**config.mk**
```make
export PLATFORM = sky130hd
export DESIGN_NAME = debounced_button_servo_limits
export DESIGN_NICKNAME = d
export VERILOG_FILES = /design/src/design/dbsl_pkg.sv /design/src/design/dbsl_front.sv /design/src/design/dbsl_runq.sv /design/src/design/dbsl_back.sv /design/src/design/debounced_button_servo_limits.sv
export SDC_FILE = /design/constraint.sdc
export NUM_CORES = 1
export LEC_CHECK = 0
export CAP_MARGIN = 10
export CORE_ASPECT_RATIO = 0.8
export CORE_UTILIZATION = 50
export CTS_CLUSTER_DIAMETER = 40
export DETAILED_ROUTE_END_ITERATION = 8
export DONT_BUFFER_PORTS = 1
export GPL_ROUTABILITY_DRIVEN = 0
export PLACE_DENSITY_LB_ADDON = 0.1
export SETUP_SLACK_MARGIN = 0.05
export SYNTH_ARGS = -nofsm -noshare
export SYNTH_HDL_FRONTEND = slang
export SYNTH_SLANG_ARGS = --single-unit
```
**constraint.sdc**
```tcl
create_clock -name clk -period 6.2 [get_ports clk]
set_input_delay 0.31 -clock clk [delete_from_list [all_inputs] [get_ports clk]]
set_output_delay 0.31 -clock clk [all_outputs]
set_load 0.02 [all_outputs]
```
**src/design/dbsl_pkg.sv**
```systemverilog
// Shared constants, types and register codes for the debounced button and
// servo limit block. No dependencies.
package dbsl_pkg;

	// Sizes
	localparam int NUM_BUTTONS = 6;
	localparam int NUM_SERVOS  = 4;
	localparam int POS_WIDTH   = 15;
	localparam int COUNT_WIDTH = 8;
	localparam int STEP_WIDTH  = 12;

	localparam int BTN_W   = $clog2(NUM_BUTTONS);
	localparam int SERVO_W = (NUM_SERVOS > 1) ? $clog2(NUM_SERVOS) : 1;
	localparam int CFG_W   = (POS_WIDTH > STEP_WIDTH) ?
		((POS_WIDTH > COUNT_WIDTH) ? POS_WIDTH : COUNT_WIDTH) :
		((STEP_WIDTH > COUNT_WIDTH) ? STEP_WIDTH : COUNT_WIDTH);
	localparam int CFG_IDX_W = 3;
	// signed width for limit arithmetic, room for carry and sign
	localparam int ARITH_W = ((POS_WIDTH > STEP_WIDTH) ? POS_WIDTH : STEP_WIDTH) + 2;

	localparam logic [BTN_W-1:0] PLUS_BTN  = BTN_W'(NUM_SERVOS);
	localparam logic [BTN_W-1:0] MINUS_BTN = BTN_W'(NUM_SERVOS + 1);

	localparam logic [COUNT_WIDTH-1:0] COUNT_MAX = '1;
	localparam logic [POS_WIDTH-1:0]   POS_MAX   = '1;

	// Register reset values
	localparam logic [COUNT_WIDTH-1:0] RST_DEBOUNCE = COUNT_WIDTH'(10);
	localparam logic [STEP_WIDTH-1:0]  RST_STEP     = STEP_WIDTH'(10);
	localparam logic [POS_WIDTH-1:0]   RST_ABS_MIN  = '0;
	localparam logic [POS_WIDTH-1:0]   RST_ABS_MAX  =
		(32767 > (2**POS_WIDTH - 1)) ? POS_MAX : POS_WIDTH'(32767);
	localparam logic [POS_WIDTH-1:0]   RST_INIT_LOWER =
		(1000 > (2**POS_WIDTH - 1)) ? POS_MAX : POS_WIDTH'(1000);
	localparam logic [POS_WIDTH-1:0]   RST_INIT_UPPER =
		(2000 > (2**POS_WIDTH - 1)) ? POS_MAX : POS_WIDTH'(2000);

	// Depths of the internal queues
	localparam int RUNQ_DEPTH = 2;
	localparam int RUNQ_PTR_W = $clog2(RUNQ_DEPTH);
	localparam int OUTQ_DEPTH = 2;
	localparam int OUTQ_PTR_W = $clog2(OUTQ_DEPTH);

	// Register indexes
	typedef enum logic [CFG_IDX_W-1:0] {
		REG_DEBOUNCE   = 3'd0,
		REG_STEP       = 3'd1,
		REG_ABS_MIN    = 3'd2,
		REG_ABS_MAX    = 3'd3,
		REG_INIT_LOWER = 3'd4,
		REG_INIT_UPPER = 3'd5
	} cfg_reg_t;

	// One debounced change: which buttons changed and their new levels
	typedef struct packed {
		logic [NUM_BUTTONS-1:0] change;
		logic [NUM_BUTTONS-1:0] level;
	} run_t;

	// Settings and load strobes for the servo side
	typedef struct packed {
		logic [STEP_WIDTH-1:0] adjust_step;
		logic [POS_WIDTH-1:0]  absolute_min;
		logic [POS_WIDTH-1:0]  absolute_max;
		logic                  load_lower;
		logic                  load_upper;
		logic [POS_WIDTH-1:0]  load_value;
	} servo_cfg_t;

	// One result item
	typedef struct packed {
		logic [BTN_W-1:0]     button_index;
		logic                 new_level;
		logic                 led_a_on;
		logic                 servo_touched;
		logic [SERVO_W-1:0]   servo_index;
		logic [POS_WIDTH-1:0] target_pos;
		logic [POS_WIDTH-1:0] lower_limit;
		logic [POS_WIDTH-1:0] upper_limit;
		logic                 last_of_run;
	} res_t;

endpackage

```
**src/design/dbsl_front.sv**
```systemverilog
// Front end: stability counter and debounced pattern; emits one change
// record per accepted pattern change. Depends on dbsl_pkg.
module dbsl_front (
	input  logic                                clk,
	input  logic                                arst_n,
	input  logic                                push,
	input  logic [dbsl_pkg::NUM_BUTTONS-1:0]    raw_buttons,
	input  logic [dbsl_pkg::COUNT_WIDTH-1:0]    debounce_ticks,
	input  logic                                runq_full,
	output logic                                full,
	output logic                                run_push,
	output dbsl_pkg::run_t                      run_data
);
	import dbsl_pkg::*;

	logic [NUM_BUTTONS-1:0] cand_q;
	logic [NUM_BUTTONS-1:0] deb_q;
	logic [COUNT_WIDTH-1:0] cnt_q;
	logic [COUNT_WIDTH-1:0] cnt_d;
	logic [NUM_BUTTONS-1:0] cand_d;
	logic                   accept;
	logic                   fire;

	assign full   = runq_full;
	assign accept = push && !runq_full;

	// Count up with saturation, restart on a new raw pattern
	always_comb begin
		cnt_d  = (cnt_q != COUNT_MAX) ? cnt_q + 1'b1 : cnt_q;
		cand_d = cand_q;
		if (raw_buttons != cand_q) begin
			cand_d = raw_buttons;
			cnt_d  = '0;
		end
	end

	assign fire            = (deb_q != cand_d) && (cnt_d == debounce_ticks);
	assign run_push        = accept && fire;
	assign run_data.change = deb_q ^ cand_d;
	assign run_data.level  = cand_d;

	// Advance the debounce state on every accepted tick
	always_ff @(posedge clk or negedge arst_n) begin
		if (!arst_n) begin
			cand_q <= '0;
			deb_q  <= '0;
			cnt_q  <= '0;
		end else if (accept) begin
			cand_q <= cand_d;
			cnt_q  <= cnt_d;
			if (fire) begin
				deb_q <= cand_d;
			end
		end
	end

endmodule

```
**src/design/dbsl_runq.sv**
```systemverilog
// Short queue of change records between front and back end.
// Depends on dbsl_pkg.
module dbsl_runq (
	input  logic           clk,
	input  logic           arst_n,
	input  logic           push,
	input  dbsl_pkg::run_t din,
	output logic           full,
	input  logic           pop,
	output dbsl_pkg::run_t dout,
	output logic           empty
);
	import dbsl_pkg::*;

	run_t                  mem_q [RUNQ_DEPTH];
	logic [RUNQ_PTR_W-1:0] wr_q;
	logic [RUNQ_PTR_W-1:0] rd_q;
	logic [RUNQ_PTR_W:0]   cnt_q;
	logic                  do_push;
	logic                  do_pop;

	assign full    = (cnt_q == (RUNQ_PTR_W + 1)'(RUNQ_DEPTH));
	assign empty   = (cnt_q == '0);
	assign do_push = push && !full;
	assign do_pop  = pop && !empty;
	assign dout    = mem_q[rd_q];

	// Store entries
	always_ff @(posedge clk) begin
		if (do_push) begin
			mem_q[wr_q] <= din;
		end
	end

	// Advance pointers and fill count
	always_ff @(posedge clk or negedge arst_n) begin
		if (!arst_n) begin
			wr_q  <= '0;
			rd_q  <= '0;
			cnt_q <= '0;
		end else begin
			if (do_push) begin
				wr_q <= (wr_q == RUNQ_PTR_W'(RUNQ_DEPTH - 1)) ? '0 : wr_q + 1'b1;
			end
			if (do_pop) begin
				rd_q <= (rd_q == RUNQ_PTR_W'(RUNQ_DEPTH - 1)) ? '0 : rd_q + 1'b1;
			end
			if (do_push && !do_pop) begin
				cnt_q <= cnt_q + 1'b1;
			end else if (!do_push && do_pop) begin
				cnt_q <= cnt_q - 1'b1;
			end
		end
	end

endmodule

```
**src/design/dbsl_back.sv**
```systemverilog
// Back end: walks each record one button per cycle while its result queue
// has room, computes servo targets, updates limits. Depends on dbsl_pkg.
module dbsl_back (
	input  logic                 clk,
	input  logic                 arst_n,
	input  dbsl_pkg::servo_cfg_t cfg,
	input  dbsl_pkg::run_t       run_data,
	input  logic                 run_empty,
	output logic                 run_pop,
	output dbsl_pkg::res_t       res,
	output logic                 empty,
	input  logic                 pop
);
	import dbsl_pkg::*;

	// Current record
	logic [NUM_BUTTONS-1:0] rem_q;
	logic [NUM_BUTTONS-1:0] lvl_q;

	// Servo state
	logic [POS_WIDTH-1:0] lower_q  [NUM_SERVOS];
	logic [POS_WIDTH-1:0] upper_q  [NUM_SERVOS];
	logic                 last_valid_q;
	logic [SERVO_W-1:0]   last_srv_q;
	logic                 last_high_q;

	// Result queue
	res_t                  oq_q [OUTQ_DEPTH];
	logic [OUTQ_PTR_W-1:0] owr_q;
	logic [OUTQ_PTR_W-1:0] ord_q;
	logic [OUTQ_PTR_W:0]   ocnt_q;
	logic                  ofull;
	logic                  opop;

	logic                   busy;
	logic                   step;
	logic [BTN_W-1:0]       sel;
	logic [NUM_BUTTONS-1:0] sel_mask;
	logic                   high;
	logic                   is_servo;
	logic                   is_adj;
	logic                   wide;
	logic                   add;
	logic [SERVO_W-1:0]     srv;
	logic [POS_WIDTH-1:0]   cur_lo;
	logic [POS_WIDTH-1:0]   cur_hi;
	logic signed [ARITH_W-1:0] base;
	logic signed [ARITH_W-1:0] bound;
	logic signed [ARITH_W-1:0] sum;
	logic signed [ARITH_W-1:0] clamped;
	logic [POS_WIDTH-1:0]   new_lim;
	res_t                   res_d;

	assign busy    = (rem_q != '0);
	assign ofull   = (ocnt_q == (OUTQ_PTR_W + 1)'(OUTQ_DEPTH));
	assign empty   = (ocnt_q == '0);
	assign opop    = pop && !empty;
	assign step    = busy && !ofull;
	assign run_pop = !busy && !run_empty;
	assign res     = oq_q[ord_q];

	// Pick the lowest pending button
	always_comb begin
		sel = '0;
		for (int i = NUM_BUTTONS - 1; i >= 0; i--) begin
			if (rem_q[i]) begin
				sel = BTN_W'(i);
			end
		end
	end

	assign sel_mask = NUM_BUTTONS'(1) << sel;
	assign high     = lvl_q[sel];
	assign is_servo = (sel < BTN_W'(NUM_SERVOS));
	assign is_adj   = ((sel == PLUS_BTN) || (sel == MINUS_BTN)) && !high && last_valid_q;
	assign wide     = (sel == PLUS_BTN);
	assign srv      = is_servo ? SERVO_W'(sel) : last_srv_q;
	assign cur_lo   = lower_q[srv];
	assign cur_hi   = upper_q[srv];

	// Move the limit used last: one add and one clamp compare
	always_comb begin
		add   = (wide != last_high_q);
		base  = last_high_q ? ARITH_W'(cur_lo) : ARITH_W'(cur_hi);
		if (wide) begin
			bound = last_high_q ? ARITH_W'(cfg.absolute_min) : ARITH_W'(cfg.absolute_max);
		end else begin
			bound = last_high_q ? ARITH_W'(cur_hi) : ARITH_W'(cur_lo);
		end
		sum = add ? base + ARITH_W'(cfg.adjust_step) : base - ARITH_W'(cfg.adjust_step);
		clamped = sum;
		if (add && (sum > bound)) begin
			clamped = bound;
		end else if (!add && (sum < bound)) begin
			clamped = bound;
		end
		new_lim = clamped[POS_WIDTH-1:0];
	end

	// Build the result item
	always_comb begin
		res_d               = '0;
		res_d.button_index  = sel;
		res_d.new_level     = high;
		res_d.last_of_run   = ((rem_q & ~sel_mask) == '0);
		if (is_servo) begin
			res_d.led_a_on      = !high;
			res_d.servo_touched = 1'b1;
			res_d.servo_index   = srv;
			res_d.target_pos    = high ? cur_lo : cur_hi;
			res_d.lower_limit   = cur_lo;
			res_d.upper_limit   = cur_hi;
		end else if (is_adj) begin
			res_d.servo_touched = 1'b1;
			res_d.servo_index   = srv;
			res_d.target_pos    = new_lim;
			res_d.lower_limit   = last_high_q ? new_lim : cur_lo;
			res_d.upper_limit   = last_high_q ? cur_hi : new_lim;
		end
	end

	// Load records, drop handled buttons, update servo state
	always_ff @(posedge clk or negedge arst_n) begin
		if (!arst_n) begin
			rem_q        <= '0;
			lvl_q        <= '0;
			last_valid_q <= 1'b0;
			last_srv_q   <= '0;
			last_high_q  <= 1'b0;
			for (int i = 0; i < NUM_SERVOS; i++) begin
				lower_q[i] <= RST_INIT_LOWER;
				upper_q[i] <= RST_INIT_UPPER;
			end
		end else begin
			if (run_pop) begin
				rem_q <= run_data.change;
				lvl_q <= run_data.level;
			end else if (step) begin
				rem_q <= rem_q & ~sel_mask;
			end
			if (step && is_servo) begin
				last_valid_q <= 1'b1;
				last_srv_q   <= srv;
				last_high_q  <= high;
			end else if (step && is_adj) begin
				if (last_high_q) begin
					lower_q[srv] <= new_lim;
				end else begin
					upper_q[srv] <= new_lim;
				end
			end
			if (cfg.load_lower) begin
				for (int i = 0; i < NUM_SERVOS; i++) begin
					lower_q[i] <= cfg.load_value;
				end
			end
			if (cfg.load_upper) begin
				for (int i = 0; i < NUM_SERVOS; i++) begin
					upper_q[i] <= cfg.load_value;
				end
			end
		end
	end

	// Result queue storage
	always_ff @(posedge clk) begin
		if (step) begin
			oq_q[owr_q] <= res_d;
		end
	end

	// Result queue pointers
	always_ff @(posedge clk or negedge arst_n) begin
		if (!arst_n) begin
			owr_q  <= '0;
			ord_q  <= '0;
			ocnt_q <= '0;
		end else begin
			if (step) begin
				owr_q <= (owr_q == OUTQ_PTR_W'(OUTQ_DEPTH - 1)) ? '0 : owr_q + 1'b1;
			end
			if (opop) begin
				ord_q <= (ord_q == OUTQ_PTR_W'(OUTQ_DEPTH - 1)) ? '0 : ord_q + 1'b1;
			end
			if (step && !opop) begin
				ocnt_q <= ocnt_q + 1'b1;
			end else if (!step && opop) begin
				ocnt_q <= ocnt_q - 1'b1;
			end
		end
	end

endmodule

```
**src/design/debounced_button_servo_limits.sv**
```systemverilog
// Top level: register file, front end, change queue and back end.
// Depends on dbsl_pkg, dbsl_front, dbsl_runq, dbsl_back.
//
//  channel   handshake          payload
//  -------   ---------          -------
//  input     push / full        raw_buttons
//  result    empty / pop        button_index .. last_of_run
//  config    cfg_wr             cfg_idx, cfg_data
//
// A tick is taken whenever the change queue has room; a tick that
// changes the debounced pattern adds one record. The back end first
// loads a record, then handles one changed button per cycle while the
// result queue has room. Reset clears the debounce state and loads the
// servo limits at once. A full result queue stalls the back end only;
// the front keeps taking ticks until the change queue fills.
module debounced_button_servo_limits (
	input  logic                                 clk,
	input  logic                                 arst_n,
	input  logic                                 push,
	output logic                                 full,
	input  logic [dbsl_pkg::NUM_BUTTONS-1:0]     raw_buttons,
	output logic                                 empty,
	input  logic                                 pop,
	output logic [dbsl_pkg::BTN_W-1:0]           button_index,
	output logic                                 new_level,
	output logic                                 led_a_on,
	output logic                                 servo_touched,
	output logic [dbsl_pkg::SERVO_W-1:0]         servo_index,
	output logic [dbsl_pkg::POS_WIDTH-1:0]       target_pos,
	output logic [dbsl_pkg::POS_WIDTH-1:0]       lower_limit,
	output logic [dbsl_pkg::POS_WIDTH-1:0]       upper_limit,
	output logic                                 last_of_run,
	input  logic                                 cfg_wr,
	input  logic [dbsl_pkg::CFG_IDX_W-1:0]       cfg_idx,
	input  logic [dbsl_pkg::CFG_W-1:0]           cfg_data
);
	import dbsl_pkg::*;

	logic [COUNT_WIDTH-1:0] debounce_q;
	logic [STEP_WIDTH-1:0]  step_q;
	logic [POS_WIDTH-1:0]   abs_min_q;
	logic [POS_WIDTH-1:0]   abs_max_q;

	logic       runq_full;
	logic       runq_empty;
	logic       run_push;
	logic       run_pop;
	run_t       run_in;
	run_t       run_out;
	servo_cfg_t servo_cfg;
	res_t       res;

	// Register writes
	always_ff @(posedge clk or negedge arst_n) begin
		if (!arst_n) begin
			debounce_q <= RST_DEBOUNCE;
			step_q     <= RST_STEP;
			abs_min_q  <= RST_ABS_MIN;
			abs_max_q  <= RST_ABS_MAX;
		end else if (cfg_wr) begin
			case (cfg_reg_t'(cfg_idx))
				REG_DEBOUNCE: debounce_q <= cfg_data[COUNT_WIDTH-1:0];
				REG_STEP:     step_q     <= cfg_data[STEP_WIDTH-1:0];
				REG_ABS_MIN:  abs_min_q  <= cfg_data[POS_WIDTH-1:0];
				REG_ABS_MAX:  abs_max_q  <= cfg_data[POS_WIDTH-1:0];
				default: ;
			endcase
		end
	end

	// Servo side settings and limit load strobes
	always_comb begin
		servo_cfg.adjust_step  = step_q;
		servo_cfg.absolute_min = abs_min_q;
		servo_cfg.absolute_max = abs_max_q;
		servo_cfg.load_lower   = cfg_wr && (cfg_reg_t'(cfg_idx) == REG_INIT_LOWER);
		servo_cfg.load_upper   = cfg_wr && (cfg_reg_t'(cfg_idx) == REG_INIT_UPPER);
		servo_cfg.load_value   = cfg_data[POS_WIDTH-1:0];
	end

	dbsl_front u_front (
		.clk            (clk),
		.arst_n         (arst_n),
		.push           (push),
		.raw_buttons    (raw_buttons),
		.debounce_ticks (debounce_q),
		.runq_full      (runq_full),
		.full           (full),
		.run_push       (run_push),
		.run_data       (run_in)
	);

	dbsl_runq u_runq (
		.clk    (clk),
		.arst_n (arst_n),
		.push   (run_push),
		.din    (run_in),
		.full   (runq_full),
		.pop    (run_pop),
		.dout   (run_out),
		.empty  (runq_empty)
	);

	dbsl_back u_back (
		.clk       (clk),
		.arst_n    (arst_n),
		.cfg       (servo_cfg),
		.run_data  (run_out),
		.run_empty (runq_empty),
		.run_pop   (run_pop),
		.res       (res),
		.empty     (empty),
		.pop       (pop)
	);

	assign button_index  = res.button_index;
	assign new_level     = res.new_level;
	assign led_a_on      = res.led_a_on;
	assign servo_touched = res.servo_touched;
	assign servo_index   = res.servo_index;
	assign target_pos    = res.target_pos;
	assign lower_limit   = res.lower_limit;
	assign upper_limit   = res.upper_limit;
	assign last_of_run   = res.last_of_run;

endmodule
```
* After elaboration in Yosys (flattened, before gate mapping)
Memories as Yosys holds them, arrays and structs flattened.
Index checks and enable logic that the tools add are counted.
** Cells by class
- Bitwise gates (word level) :: 4
- Equality and inequality tests :: 17
- Reductions and logical operators :: 51
- $add $sub $neg :: 11
- Shifts and indexed selects :: 1
- Magnitude comparators :: 6
- Mux-type cells :: 57
** Operator list (number)
- 2-to-1 mux 60 bit :: 8
- 2-to-1 mux 15 bit :: 14
- bitwise mux 60 bit :: 2
- 2-to-1 mux 48 bit :: 2
- binary-select mux 15 bit (select 2 bit) :: 2
- demux 15 bit (select 2 bit) :: 1
- logical AND 1 bit :: 21
- 2-to-1 mux 3 bit :: 6
- 2-to-1 mux 6 bit :: 3
- adder 17 x 12 -> 17 bit :: 1
- greater-than comparator 17 x 16 -> 1 bit :: 1
- < comparator 17 x 16 -> 1 bit :: 1
- 2-to-1 mux 17 bit :: 1
- subtractor 17 x 12 -> 17 bit :: 1
- 2-to-1 mux 8 bit :: 2
- == test 3 bit (second input constant) :: 4
- inequality test 6 bit :: 2
- nonzero test 2 bit :: 6
- zero test 1 bit :: 11
- 2-to-1 mux 1 bit :: 10
- 2-to-1 mux 2 bit :: 5
- AND reduction 2 bit :: 5
- adder 8 x 1 -> 8 bit (second input constant) :: 1
- == test 8 bit :: 1
- 25 further kinds :: 36
** Word-level totals
- Register bits :: 214
- RAM bits :: 132
- Input bits :: 29
- Memories :: 2
- Logic and storage cells :: 175
** Memories
- u_back.oq_q :: depth 2, bits a word 54, read ports 1, clocked after memory_dff 0, wr ports 1, RTL line dbsl_back.sv:28 : res_t oq_q [OUTQ_DEPTH];
- u_runq.mem_q :: depth 2, bits a word 12, read ports 1, clocked after memory_dff 0, wr ports 1, RTL line dbsl_runq.sv:15 : run_t mem_q [RUNQ_DEPTH];

* Depth between registers and ports, before layout
Gate-level depths: netlist (run 1).
- Depth after elaboration :: 24
- Depth in mapped cells :: 33
- Depth with buffers taken out :: 28

* Hierarchy
Synthesis (run 1) repeated with hierarchy kept, for this count alone.
** Second synthesis, totals
- Cell total of the unflattened synthesis :: 1585
- Area total of the unflattened synthesis :: 18526.5 um^2
** Modules (own cells, without submodules)
- dbsl_back :: area each 13930.9 um^2, seq. area each 6806.5 um^2, times used 1, cells each 1246
- debounced_button_servo_limits :: area each 2003.2 um^2, seq. area each 1275.0 um^2, times used 1, cells each 111
- dbsl_front :: area each 1492.7 um^2, seq. area each 500.5 um^2, times used 1, cells each 172
- dbsl_runq :: area each 1099.8 um^2, seq. area each 820.8 um^2, times used 1, cells each 56

* Worst setup path before layout (run 1)
No wires, ideal clock.
- Path kind :: flip-flop to flip-flop
- Start :: register u_back.rem_q[4]
- End :: memory u_back.oq_q[0][33] (netlist name) (data pin)
- Required time :: 5.922 ns
- Setup slack :: -0.539 ns
- Library setup time :: 0.278 ns
- Data arrival time :: 6.461 ns
- Stages on the path, launching flop included :: 32
- Clock period less this slack :: 6.739 ns
- Cells stage by stage :: dfrtp_1 buf_2 o21ai_2 a311o_1 clkbuf_1 clkbuf_1 clkbuf_1 nand2_1 a31oi_1 mux2_2 inv_1 fa_1 nor2b_1 o311ai_0 a211oi_1 a2111oi_0 or3_1 and2_1 a32o_1 xor2_1 inv_1 ha_1 a21oi_1 and3_1 a21oi_1 o21ai_0 o21ai_0 o22ai_4 buf_8 mux2i_1 buf_2 o22ai_1
** RTL lines
- start, declared :: RTL line dbsl_back.sv:17 : logic [NUM_BUTTONS-1:0] rem_q;
- start signal, assigned :: RTL line dbsl_back.sv:136 : rem_q <= run_data.change;
- start signal, assigned :: RTL line dbsl_back.sv:139 : rem_q <= rem_q & ~sel_mask;
- end, declared :: RTL line dbsl_back.sv:28

==> results.yml, run 1 <==
global_routing:
  grt_antenna_before_repair: 4
  grt_usage: 0.3141
  grt_max_degree: 215
  overflow: 0
  grt_pass1_wl_mm: 86.51
  grt_pass1_vias: 13630
hold_path:
  hold_path_depth: 1
  holdPathEnd: "u_runq.mem_q[1][11]"
  min-delay-start: "raw_buttons[5]"
  min_path_type: "primary input to flop"
clock_tree:
  clk_pin_slew_ns: 0.06
  tritoncts: "built"
  h-tree-depth: 2
  clk_latency_ns: 0.55
  cts_num_sinks: 346
  cts-root-buf: "clkbuf_16"
  cts_buffers: 43
  clock_path_buffers: 3
drt:
  firstDrtPassIters: 6
  via_count: 14480
  first_iter_violations: 1721
  ant_nets: 0
  postRouteWirelength_mm: 58.57
  vias_per_cell: 6.228
  drc_errors: 0
  wl_per_cell_um: 25.19
worst_setup_path:
  cp_max_fo: 8
  cp_data_required_time_ns: 6.47
  crit_slowest_cell: "dfrtp_2"
  cp_common_cell: "buf_4"
  r2r_slack_ns: 0.02
  slowest_delay_ns: 0.44
  end_kind: "flop"
  worstSetupPathType: "flop to flop"
  startpoint: "u_back.rem_q[4]"
  critPathLaunchType: "flop"
  critical_path.top_delay_family: "compound AO/OA/AOI/OAI gates"
  r2r_end: "u_back.oq_q[0][40]"
  rr_worst_depth: 31
  path_buf_inv: 7
  crit_arrival_ns: 6.45
  rr_startpoint: "u_back.rem_q[4]"
synthesis:
  synth-edff-count: 132
  yosys_warnings: 0
  synthFlopType: "dfrtp_1"
  avgSynthCellArea_sq_um: 10.92
  synth_fp_nets: 1724
  synth_cells: 1650
  synthArstFlopShare: 0.6185
  yosys.cell_types.count: 82
  synth-seq-area-share: 0.5216
  syn_area_sq_mm: 0.01803
  ys_ff_latch: 346
floorplan:
  ioPinCount: 85
  fp.dieW_um: 214.3
  start_util: 0.5134
  rows: 61
  die_h_um: 171.8
  core_area_sq_mm: 0.03511
  die_area_sq_mm: 0.03682
layout:
  multi_input_area_sq_mm: 0.008736
  areaGrowthSynthToFinish_pct: 22.81
  regArea_sq_mm: 0.009412
  drive_gt1_frac: 0.3243
  fillers: 2785
  final_nets: 1891
placed_design:
  dp_slack_ns: -0.3176
  dp_hpwl_mm: 38.88
  io_buffers: 0
timing:
  whs_ns: 0.02510
  worst_slew_pin_slew_ns: 1.121
  clock_skew_ns: 0.02268
  finalHoldViolations: 0
  setup_tns_ns: 0
  max_freq_mhz: 161.9
  maxSlewViolCount: 0
  finalCriticalPeriod_ns: 6.176
  finalSetupViolCount: 0
  relSlewSlack: 0.2529
  fin_ws_ns: 0.02352
  grt_setup_unrepaired: "yes"
  timing.final.crit_share: 0.9962
status:
  status: "finished, final reports clean"
flow_run:
  maxCapViolations: 0
==> cell families (layout without fill, tap and decap cells) <==
logic type | after synthesis | in the layout | synth area share
adders and majority gates | 45 | 45 | 0.03207
AOI/OAI and AO/OA | 453 | 454 | 0.1570
DFF | 346 | 346 | 0.5216
xor gates and xnor gates | 49 | 49 | 0.02381
other | 0 | 3 | 0
buffers and inverters | 146 | 340 | 0.03484
and+or+nand+nor | 435 | 435 | 0.1138
muxes | 176 | 181 | 0.1169
==> synthesized netlist by cell type, drive strengths merged, types with 4 or more instances <==
cell type	instances	area share
a211oi	11	0.0065
a21oi	131	0.037
a221o	32	0.018
a22o	11	0.0053
a31oi	27	0.0094
and2	23	0.0081
and3	41	0.014
buf	33	0.011
clkbuf	64	0.013
dfrtp	147	0.20
dfstp	67	0.098
edfxtp	132	0.22
ha	43	0.030
inv	48	0.010
mux2	118	0.075
mux2i	45	0.026
mux4	13	0.016
nand2	214	0.045
nand2b	14	0.0049
nand3	18	0.0050
nand4	5	0.0017
nor2	67	0.014
nor2b	12	0.0042
nor3	11	0.0036
nor4	12	0.0049
nor4b	4	0.0031
o211ai	5	0.0021
o21a	9	0.0037
o21ai	170	0.047
o22ai	17	0.0070
o2bb2ai	6	0.0029
o31ai	5	0.0021
or2	6	0.0021
xnor2	25	0.012
xor2	24	0.012
==> state kept, by name (all words and copies together), names as in the netlist <==
signal               cells
abs_max_q               15
u_back.rem_q             6
u_back.last_valid_q      1
u_back.ord_q             1
u_front.cnt_q            8
debounce_q               8
u_back.last_high_q       1
abs_min_q               15
step_q                  12
u_back.last_srv_q        2
u_back.owr_q             1
u_back.ocnt_q            2
u_back.upper_q          60
u_runq.rd_q              1
u_back.lower_q          60
u_front.deb_q            6
u_runq.mem_q            24
u_runq.cnt_q             2
u_back.oq_q            108
u_front.cand_q           6
u_back.lvl_q             6
u_runq.wr_q              1
==> placed cells by master (no fill, tap or decap), types with 9 or more instances in the layout <==
master	count
o21ai_0	64
xnor2_1	23
nand3_1	18
a31oi_1	19
nor2_1	65
mux2_2	104
inv_6	10
o21ai_2	16
dfrtp_1	140
a22o_1	11
inv_1	41
mux2_4	14
xor2_1	23
mux2i_1	40
o21ai_1	87
o22ai_1	14
a21oi_2	20
buf_6	13
ha_1	30
a21oi_1	109
and3_1	35
and2_1	20
a221o_1	32
edfxtp_1	132
o21a_1	9
clkbuf_16	45
buf_4	163
nand2b_1	12
dlygate4sd3_1	23
nand2_1	210
dfstp_2	67
nor2b_1	10
mux4_2	13
==> routing by layer <==
metal | routed length [um] | up-vias | GRT usage
li1 | - | 6401 | -
met1 | 25790 | 7194 | 0.4611
met2 | 24550 | 763 | 0.4524
met3 | 6552 | 115 | 0.08966
met4 | 1533 | 8 | 0.08354
met5 | 134 | - | 0
==> stage by stage <==
| stage | cells | util | area [sq um] |
|---|---|---|---|
| floorplan | 1650 | - | 18160 |
| global placement | 2166 | 0.5518 | 19370 |
| detailed placement | 2166 | 0.5518 | 19370 |
| CTS | 2298 | 0.6133 | 21530 |
| global route | 2324 | 0.6305 | 22140 |
| finish | 2325 | 0.6305 | 22140 |
==> how the worst max path moves through the flow <==
stage,end,slack (ns),cells past startpoint
final,u_back.oq_q[0][40],0.02,31
after detailed placement,u_back.oq_q[0][40],-0.32,28
after global routing,u_back.oq_q[0][6],-0.21,34
after CTS,u_back.oq_q[1][11],-0.05,31
after global placement,u_back.oq_q[0][11],-0.07,28
after floorplan,u_back.oq_q[0][33],0.06,30
==> repair_timing <==
item | CTS | global route
cloned | 7 | 2
hold endpoints to repair | 293 | 0
hold buffers | 24 | 0
endpoints found under the setup margin | 210 | 210
buffers inserted | 24 | 25
resized for setup | 63 | 90
pin swaps | 41 | 51
==> layout make-up <==
cell class | instances | area share
Timing Repair Buffer | 213 | 0.08484
Clock inverter | 27 | 0.009439
Inverter | 49 | 0.008534
Sequential cell | 346 | 0.4251
Clock buffer | 51 | 0.05042
Antenna cell | 3 | 0.0003391
Multi-Input combinational cell | 1164 | 0.3946
Tap cell | 472 | 0.02668
Power of run 1 is not shown: default switching activity piles up to over one toggle a cycle in this logic, so the estimate is an artifact.
==> inputs of run 2 (changes only) <==
==> constraint.sdc (replaced) <==
create_clock -name clk -period 7.5 [get_ports clk]
set_input_delay 0.375 -clock clk [delete_from_list [all_inputs] [get_ports clk]]
set_output_delay 0.375 -clock clk [all_outputs]
set_load 0.02 [all_outputs]
==> run 2 against run 1 <==
  * Design area shrank 6.6%
  * Hold slack gained 0.013 ns
  * Cell count shrank 5.1%
  * First-iteration DRC count increased by 0.23%
  * Maximum frequency down 15%
  * Die area stayed put
  * Critical path depth shrank 4
  * Count of clock-buffer cells in the layout grew 5
  * Wire length fell by 5.0%
  * Register-to-register slack better by 0.23 ns
  * Global-route usage decreased by 1.5 points
  * Critical path type unchanged
==> results.yml, run 2 (synthesis gave the netlist of run 1 again) <==
drt:
  drc_errors: 0
  vias_per_cell: 6.206
  wl_met1_mm: 24.52
  firstDrtPassIters: 6
  postRouteWirelength_mm: 55.64
  via_count: 13690
  wl_per_cell_um: 25.22
  first_iter_violations: 1725
  highest_layer: "met5"
  ant_nets: 0
  dr_wl_met3_mm: 7.050
  met2_length_mm: 22.43
timing:
  finalHoldViolations: 0
  max_freq_mhz: 137.9
  maxSlewViolCount: 0
  finalCriticalPeriod_ns: 7.250
  finalSetupViolCount: 0
  relSlewSlack: 0.2624
  setup_tns_ns: 0
  timing.final.crit_share: 0.9667
  grt_setup_unrepaired: "no"
  clock_skew_ns: 0.02822
  worst_slew_pin_slew_ns: 1.104
floorplan:
  die_area_sq_mm: 0.03682
  ioPinCount: 85
  fp.dieW_um: 214.3
  die_h_um: 171.8
  core_area_sq_mm: 0.03511
  start_util: 0.5134
  rows: 61
status:
  status: "finished, final reports clean"
worst_setup_path:
  cp_max_fo: 15
  crit_slowest_cell: "o21ai_0"
  cp_data_required_time_ns: 7.77
  worstSetupPathType: "flop to flop"
  path_buf_inv: 5
  end_kind: "flop"
  cp_common_cell: "buf_4"
  crit_arrival_ns: 7.52
  critical_path.top_delay_family: "compound AO/OA/AOI/OAI gates"
  critPathLaunchType: "flop"
  slowest_delay_ns: 0.62
layout:
  areaGrowthSynthToFinish_pct: 14.72
  layout_commonest_cell: "nand2_1"
  largest_register: "u_back.oq_q"
  drive_gt1_frac: 0.2282
  largest_register_ffs: 108
  final_nets: 1765
  final_cell_mix: "nand2_1, dfrtp_1, edfxtp_1"
  final_area_sq_mm: 0.02068
  largest_registers: "u_back.oq_q (108), u_back.lower_q (60), u_back.upper_q (60)"
global_routing:
  grt_pass1_vias: 12930
  grt_antenna_before_repair: 2
  grt_usage: 0.2996
  grt_pass1_wl_mm: 82.23
  grt_max_degree: 215
  overflow: 0
flow_run:
  maxCapViolations: 0
clock_tree:
  clk_latency_ns: 0.57
  clk_pin_slew_ns: 0.06
  cts_num_sinks: 346
  h-tree-depth: 2
  cts_buffers: 48
  clock_path_buffers: 3
  tritoncts: "built"
  cts-root-buf: "clkbuf_16"
placed_design:
  dp_hpwl_mm: 36.69
  placed_area_sq_mm: 0.01874
  io_buffers: 0
hold_path:
  min_path_type: "primary input to flop"
run 2: per-layer routing:
metal | vias up | GRT usage
met1 | 6734 | 0.4353
met2 | 713 | 0.4061
met4 | 4 | 0.09565
met5 | - | 0
met3 | 102 | 0.1156
li1 | 6137 | -
run 2: worst register-to-register path, stage by stage (launching register included):
cell and delay [ns]:
dfrtp_1 0.44, o21ai_2 0.41, a311o_2 0.53, buf_4 0.29
nand2_1 0.07, and3_1 0.16, a31oi_1 0.36, buf_4 0.24
mux2_2 0.17, ha_1 0.31, a21oi_1 0.27, nor2_1 0.07
o221a_2 0.28, o41ai_1 0.31, buf_4 0.20, xnor2_1 0.05
o21ai_0 0.62, ha_1 0.37, o21a_1 0.18, o211ai_1 0.16
a21oi_1 0.10, o21ai_0 0.11, o21ai_0 0.18, o22ai_4 0.24
buf_12 0.21, mux2i_1 0.32, buf_4 0.22, o21ai_1 0.12
run 2: worst paths after layout:
path	from	to	slack [ns]	cells past startpoint
min	pop	u_back.ord_q	0.04	2
max reg2reg	u_back.rem_q[5]	u_back.oq_q[1][22]	0.25	27
min reg2reg	u_back.lvl_q[0]	u_back.lvl_q[0]	0.47	2
max in group asynchronous	arst_n	u_back.ord_q	6.08	2
min in group asynchronous	arst_n	abs_min_q[4]	0.59	2
max	u_back.rem_q[5]	u_back.oq_q[1][22]	0.25	27
run 2: metrics by stage:
step / hold WS [ns] / cells / worst slack [ns] / util
floorplan: 0.07941 / 1650 / 0.7607 / -
global placement: 0.09663 / 2087 / 0.5031 / 0.5337
detailed placement: 0.09686 / 2087 / 0.4486 / 0.5337
CTS: 0.01929 / 2200 / 0.4027 / 0.5862
global route: 0.02804 / 2203 / 0.03328 / 0.5888
finish: 0.03842 / 2206 / 0.2500 / 0.5890
run 2: layout make-up:
cell class / instances / area, sq um
antenna: 3 / 7.507
clock buffer: 56 / 1262
clock inverter: 34 / 334.1
fill: 2941 / 14430
inverter: 49 / 183.9
multi-input combinational: 1159 / 8117
sequential: 346 / 9405
tap: 472 / 590.6
timing repair buffer: 87 / 778.2
run 2: repair_timing:
action | CTS | global route
endpoints found under the setup margin | 0 | 210
setup buffers | 0 | 2
hold endpoints to repair | 287 | 0
resized for setup | 0 | 10
hold buffers | 23 | 0
Power of run 2 is left out for the same reason.
